### src/rtl/acia_pkg.sv
// Shared types and constants for the serial adapter register model.
package acia_pkg;

    typedef enum logic [1:0] {
        ACT_READ  = 2'd0,
        ACT_WRITE = 2'd1,
        ACT_TICK  = 2'd2
    } acia_action_t;

    localparam logic SEL_CTRL_STATUS = 1'b0;
    localparam logic SEL_DATA        = 1'b1;

    localparam logic [7:0] ST_RX_FULL   = 8'h01;
    localparam logic [7:0] ST_TX_EMPTY  = 8'h02;
    localparam logic [7:0] ST_OVERRUN   = 8'h20;
    localparam logic [7:0] ST_IRQ       = 8'h80;
    localparam logic [7:0] ST_IRQ_CLEAR = 8'h7F;
    localparam logic [7:0] ST_RX_CLEAR  = 8'h21;

    localparam logic [7:0] CTL_RX_IRQ_EN   = 8'h80;
    localparam logic [7:0] CTL_TX_MODE     = 8'h60;
    localparam logic [7:0] CTL_TX_IRQ_MODE = 8'h20;
    localparam logic [1:0] CTL_MASTER_RST  = 2'b11;

    typedef struct packed {
        logic [1:0] action;
        logic       reg_select;
        logic [7:0] write_data;
        logic       line_rx_ready;
        logic       line_tx_ready;
        logic [7:0] line_rx_byte;
    } acia_item_t;

    typedef struct packed {
        logic [7:0] read_data;
        logic       irq_out;
        logic       tx_strobe;
        logic [7:0] tx_byte;
    } acia_result_t;

endpackage

### src/rtl/acia_uart_register_model_unit.sv
// Top level of the serial adapter register model: request and response pipeline.
//
// Usage:
//   The req channel carries one word per bus read, bus write or line tick
//   (req_valid / req_stall / req). The rsp channel returns exactly one
//   result word per request (rsp_valid / rsp_stall / rsp): read data, the
//   interrupt level after the request, and a transmit strobe with its byte.
//   A request is taken when req_valid is high and req_stall is low; a
//   result is taken when rsp_valid is high and rsp_stall is low.
// Pipeline: a request taken is held in the input register, and its result
//   then moves into the result register, where rsp_valid marks it until it
//   is taken; a stall on rsp_stall can hold the word in either register.
// Throughput: one word per cycle when nothing stalls. The register state is
//   updated in the same cycle that a word moves from the input register to
//   the result register; the update is a handful of flag operations.
// Reset: rst_n clears both pipeline stages and puts status at transmit
//   empty with control, receive data and master reset cleared.
// Stall: while rsp_stall holds a result, the word in the input register
//   waits; req_stall rises only when that input register is occupied and
//   cannot advance, so one new word is still taken behind a stalled result.
module acia_uart_register_model_unit (
    input  logic                   clk,
    input  logic                   rst_n,
    input  logic                   req_valid,
    output logic                   req_stall,
    input  acia_pkg::acia_item_t   req,
    output logic                   rsp_valid,
    input  logic                   rsp_stall,
    output acia_pkg::acia_result_t rsp
);
    import acia_pkg::*;

    acia_item_t   item_reg;
    logic         item_valid_reg;
    logic         item_valid_next;
    acia_result_t result_reg;
    acia_result_t core_result;
    logic         result_valid_reg;
    logic         result_valid_next;
    logic         advance;
    logic         accept;

    // Move the held word forward when the result slot is free or draining.
    assign advance   = item_valid_reg && (!result_valid_reg || !rsp_stall);
    assign req_stall = item_valid_reg && !advance;
    assign accept    = req_valid && !req_stall;

    acia_core u_core (
        .clk    (clk),
        .rst_n  (rst_n),
        .step   (advance),
        .item   (item_reg),
        .result (core_result)
    );

    always_comb
    begin
        item_valid_next = item_valid_reg;
        if (accept)
        begin
            item_valid_next = 1'b1;
        end
        else if (advance)
        begin
            item_valid_next = 1'b0;
        end

        result_valid_next = result_valid_reg;
        if (advance)
        begin
            result_valid_next = 1'b1;
        end
        else if (result_valid_reg && !rsp_stall)
        begin
            result_valid_next = 1'b0;
        end
    end

    // Hold control state under reset; payload registers load on their enables.
    always_ff @(posedge clk or negedge rst_n)
    begin
        if (!rst_n)
        begin
            item_valid_reg   <= 1'b0;
            result_valid_reg <= 1'b0;
        end
        else
        begin
            item_valid_reg   <= item_valid_next;
            result_valid_reg <= result_valid_next;
        end
    end

    always_ff @(posedge clk)
    begin
        if (accept)
        begin
            item_reg <= req;
        end
        if (advance)
        begin
            result_reg <= core_result;
        end
    end

    assign rsp_valid = result_valid_reg;
    assign rsp       = result_reg;

    advance_fills_result: assert property (@(posedge clk) disable iff (!rst_n)
        advance |=> result_valid_reg)
        else $error("advanced word did not land in the result register");

    stall_only_when_full: assert property (@(posedge clk) disable iff (!rst_n)
        req_stall |-> (item_valid_reg && result_valid_reg && rsp_stall))
        else $error("request stalled with room in the pipeline");

    accept_fills_input: assert property (@(posedge clk) disable iff (!rst_n)
        accept |=> item_valid_reg)
        else $error("accepted word lost from the input register");

endmodule

### src/rtl/acia_core.sv
// Adapter register state and the single-pass update for one word.
module acia_core (
    input  logic                 clk,
    input  logic                 rst_n,
    input  logic                 step,
    input  acia_pkg::acia_item_t item,
    output acia_pkg::acia_result_t result
);
    import acia_pkg::*;

    logic [7:0] status_reg;
    logic [7:0] status_next;
    logic [7:0] control_reg;
    logic [7:0] control_next;
    logic [7:0] rx_holding_reg;
    logic [7:0] rx_holding_next;
    logic       master_rst_reg;
    logic       master_rst_next;

    // Fold the interrupt request into status bit 7.
    function automatic logic [7:0] with_irq(input logic [7:0] st, input logic [7:0] ctl);
        logic req;
        req = ((st & ST_RX_FULL) != 8'h00 && (ctl & CTL_RX_IRQ_EN) != 8'h00)
            || ((st & ST_TX_EMPTY) != 8'h00 && (ctl & CTL_TX_MODE) == CTL_TX_IRQ_MODE);
        return req ? ((st & ST_IRQ_CLEAR) | ST_IRQ) : (st & ST_IRQ_CLEAR);
    endfunction

    always_comb
    begin
        logic [7:0] st;
        status_next      = status_reg;
        control_next     = control_reg;
        rx_holding_next  = rx_holding_reg;
        master_rst_next  = master_rst_reg;
        st               = status_reg;
        result.read_data = 8'h00;
        result.tx_strobe = 1'b0;
        result.tx_byte   = 8'h00;
        case (item.action)
            ACT_READ:
            begin
                if (item.reg_select == SEL_CTRL_STATUS)
                begin
                    result.read_data = master_rst_reg ? 8'h00 : status_reg;
                end
                else
                begin
                    status_next      = with_irq(status_reg & ~ST_RX_CLEAR, control_reg);
                    result.read_data = rx_holding_reg;
                end
            end
            ACT_WRITE:
            begin
                if (item.reg_select == SEL_CTRL_STATUS)
                begin
                    control_next = item.write_data;
                    if (item.write_data[1:0] == CTL_MASTER_RST)
                    begin
                        master_rst_next = 1'b1;
                    end
                    else if (master_rst_reg)
                    begin
                        master_rst_next = 1'b0;
                        st              = ST_TX_EMPTY;
                    end
                    status_next = with_irq(st, item.write_data);
                end
                else
                begin
                    result.tx_strobe = 1'b1;
                    result.tx_byte   = item.write_data;
                    status_next      = with_irq(status_reg & ~ST_TX_EMPTY, control_reg);
                end
            end
            ACT_TICK:
            begin
                if (item.line_rx_ready && !master_rst_reg)
                begin
                    if ((st & ST_RX_FULL) != 8'h00)
                    begin
                        st = st | ST_OVERRUN;
                    end
                    rx_holding_next = item.line_rx_byte;
                    st              = st | ST_RX_FULL;
                end
                if (item.line_tx_ready)
                begin
                    st = st | ST_TX_EMPTY;
                end
                status_next = with_irq(st, control_reg);
            end
            default:
            begin
                status_next = status_reg;
            end
        endcase
        // Status bit 7 always carries the request level.
        result.irq_out = status_next[7];
    end

    always_ff @(posedge clk or negedge rst_n)
    begin
        if (!rst_n)
        begin
            status_reg     <= ST_TX_EMPTY;
            control_reg    <= 8'h00;
            rx_holding_reg <= 8'h00;
            master_rst_reg <= 1'b0;
        end
        else if (step)
        begin
            status_reg     <= status_next;
            control_reg    <= control_next;
            rx_holding_reg <= rx_holding_next;
            master_rst_reg <= master_rst_next;
        end
    end

    irq_tracks_flags: assert property (@(posedge clk) disable iff (!rst_n)
        status_reg[7] == ((status_reg[0] && control_reg[7])
                          || (status_reg[1] && control_reg[6:5] == 2'b01)))
        else $error("irq bit out of step with status and control");

    master_rst_needs_ctl: assert property (@(posedge clk) disable iff (!rst_n)
        master_rst_reg |-> control_reg[1:0] == CTL_MASTER_RST)
        else $error("master reset held without control bits 1:0 set");

    overrun_needs_full: assert property (@(posedge clk) disable iff (!rst_n)
        status_reg[5] |-> status_reg[0])
        else $error("overrun flagged with receive register empty");

endmodule

### config.mk
export PLATFORM = sky130hd
export DESIGN_NAME = acia_uart_register_model_unit
export DESIGN_NICKNAME = d
export VERILOG_FILES = /design/src/rtl/acia_pkg.sv /design/src/rtl/acia_uart_register_model_unit.sv /design/src/rtl/acia_core.sv
export SDC_FILE = /design/constraint.sdc
export NUM_CORES = 1
export LEC_CHECK = 0
export BUFFER_PORTS_ARGS = -buffer_cell sky130_fd_sc_hd__clkbuf_2
export CELL_PAD_IN_SITES_DETAIL_PLACEMENT = 0
export CELL_PAD_IN_SITES_GLOBAL_PLACEMENT = 1
export CORE_UTILIZATION = 48
export DETAILED_ROUTE_END_ITERATION = 10
export PLACE_DENSITY = 0.83
export SYNTH_ARGS = -nofsm -noshare
export SYNTH_HDL_FRONTEND = slang
export SYNTH_SLANG_ARGS = --single-unit
### constraint.sdc
create_clock -name clk -period 2.7 [get_ports clk]
set_input_delay 0.54 -clock clk [delete_from_list [all_inputs] [get_ports clk]]
set_output_delay 0.54 -clock clk [all_outputs]
set_load 0.05 [all_outputs]
==> run metrics <==
antenna violation net count after detailed routing=0; final setup margin=0.873 ns; grt ovf=0; iteration-0 DRC count of the detailed router=117; Syn. warnings=0; Worst Path Max Fanout=10; cell taking the most area after synthesis=edfxtp_1; DP Worst Slack=0.761 ns; clock buffer depth=2; DRT Pass-1 Iters=6; Seq/Total Area, Yosys=0.712; CP peak stage delay=0.41 ns; Netlist cell types=36; Final Hold Viols=0; pwr dens=792 nW/um2; CTS tree=yes; fin cells=255; Worst VDD drop=0.000414 V; DRC violation count after routing=0; Largest register FFs=21; layout cell share with drive strength beyond 1=0.374; htree depth=3; commonest non-fill, non-tap cell in the layout=clkbuf_2; commonest cells after routing, fill and taps aside=clkbuf_2 (44), edfxtp_1 (39), dfrtp_1 (17); die width=70.9 um; core footprint=4440 um2; Clock Latency Late Sink=0.33 ns; Setup Fix Bufs, Post-CTS=0; post-CTS sizing=0; clock slew at reported path FFs=0.06 ns; Tcrit/Tclk final=0.677; GPL Wtd Cong=0.882; first-pass GRT wire length=6.96 mm; critical path data required time=2.87 ns; multi-input gate area in the final layout=606 um2; Mapped Area=2280 um2; final setup TNS=0 ns; vias per std cell=5.33; max cap viols=0; Root Driver=clkbuf_8; post-route clock skew=0.00616 ns; HP Class=in -> async; CP max-delay cell=edfxtp_1; Total GRT Usage=0.195; leak pwr=1.18 nW; num rows=24; CTS Sinks=57; die area=5030 um2; Startpoint Class=register; DPL Wire Length=2.91 mm; #FFs+latches synth=57; Area contributors post-synth=edfxtp_1 (51%), dfrtp_1 (19%), mux2_2 (5.4%); design area=2720 um2; Slew Limit Fails=0; cell total after placement=240; WP data arrival=1.99 ns; WS Path Type=reg -> reg; EDFF count, synth=39; Fill cells=361; run status=finished, final reports clean; delay-heaviest family, CP=compound AO/OA/AOI/OAI gates; Async SR Flop Fraction=0.316; IO Pins=45; Avg Inst Size Synth=15.7 um2; Post-DP Area=2560 um2; CTS Hold Bufs=0; routed len/inst=16.5 um; # port buffers=44; initial antenna violation count=0; # diodes=0; relative slew slack=0.548; Initial Util=0.513; largest net degree at the start of global routing=23; cells along the critical path=inv_1 > ha_1 > and2b_1 > nand2b_1 > o221a_2 > a22oi_1; post-route minimum period=1.83 ns; Max Fclk=0.547 GHz; Die Ht=70.9 um; Gate Count Post-Synth=145; RSZ-0062 raised after global routing=no; Routed WL=4.20 mm; Syn Nets=174; Synth top area share=0.514; vias in the first global route=1393; Vias=1359; crit end category=register; Slew @ Worst Pin=0.678 ns; Most used DFF post-synth=edfxtp_1; TritonCTS buffer count=9; final setup fails=0; Area Growth Syn to Fin=19.2%; Final #Nets=228; Sequential Area=1620 um2; crit path buf inv count=1
==> cell usage after synthesis (2+ instances only) <==
cell and count:
and3_1 12, o21ai_0 3, a21boi_0 2, dfrtp_1 17, mux2_2 11, ha_1 4, edfxtp_1 39, a21oi_1 4
nand2b_1 3, nand2_1 7, nor2_1 2, nor2b_1 5, a22oi_1 5, a21o_2 2, inv_1 8
==> metrics by stage <==
step | util | total power [mW] | hold WS (ns)
after floorplan | - | 1.41 | 0.244
after global placement | 0.576 | 1.50 | 0.460
after detailed placement | 0.576 | 1.52 | 0.466
after CTS | 0.611 | 2.17 | 0.166
after global routing | 0.611 | 2.26 | 0.190
final | 0.611 | 2.15 | 0.167
==> layout make-up <==
| cell class | instances | area share |
|---|---|---|
| Sequential cell | 57 | 0.598 |
| Multi-Input combinational cell | 77 | 0.223 |
| Timing Repair Buffer | 46 | 0.0866 |
| Clock buffer | 15 | 0.0576 |
| Tap cell | 52 | 0.0240 |
| Inverter | 8 | 0.0111 |
==> worst register-to-register path: stages (launching register included) <==
cell and delay, ns:
edfxtp_1 0.41, inv_1 0.10, ha_1 0.37, and2b_1 0.21, nand2b_1 0.12, o221a_2 0.32
a22oi_1 0.14
==> logic make-up (layout without fill, tap and decap cells) <==
| group | after synthesis | after routing | share of synthesized area |
|---|---|---|---|
| DFF | 57 | 57 | 0.712 |
| buffers and inverters | 11 | 69 | 0.0220 |
| AOI/OAI and AO/OA | 26 | 26 | 0.0901 |
| and+or+nand+nor | 36 | 36 | 0.0994 |
| muxes | 11 | 11 | 0.0544 |
| adders and majority gates | 4 | 4 | 0.0220 |
==> path summary, 6_finish.rpt <==
path / slack [ns] / from / to / cells past startpoint
max: 0.87 / item_reg[20] / rsp[9] / 6
min: 0.17 / rst_n / u_core.status_reg[5] / 1
max reg2reg: 0.87 / item_reg[20] / rsp[9] / 6
min reg2reg: 0.48 / item_reg[5] / u_core.rx_holding_reg[5] / 1
max in group asynchronous: 2.17 / rst_n / u_core.status_reg[1] / 1
min in group clk: 0.38 / req[16] / item_reg[16] / 1
==> metal layers <==
metal / share of wire / vias up / routed length (um) / track usage
met4: 0.014 / 0 / 57 / 0.0600
met5: 0 / - / 0 / 0
met1: 0.42 / 654 / 1750 / 0.227
met3: 0.063 / 5 / 266 / 0.103
li1: - / 653 / - / -
met2: 0.51 / 47 / 2120 / 0.313
==> report_power, final <==
part | switching, mW | total [mW] | internal, mW | leakage [nW]
Combinational | 0.202 | 0.343 | 0.140 | 0.508
Clock | 0.295 | 0.649 | 0.355 | 0.0778
Sequential | 0.0858 | 1.16 | 1.07 | 0.597
No activity file was read; power rests on OpenSTA's default activity.
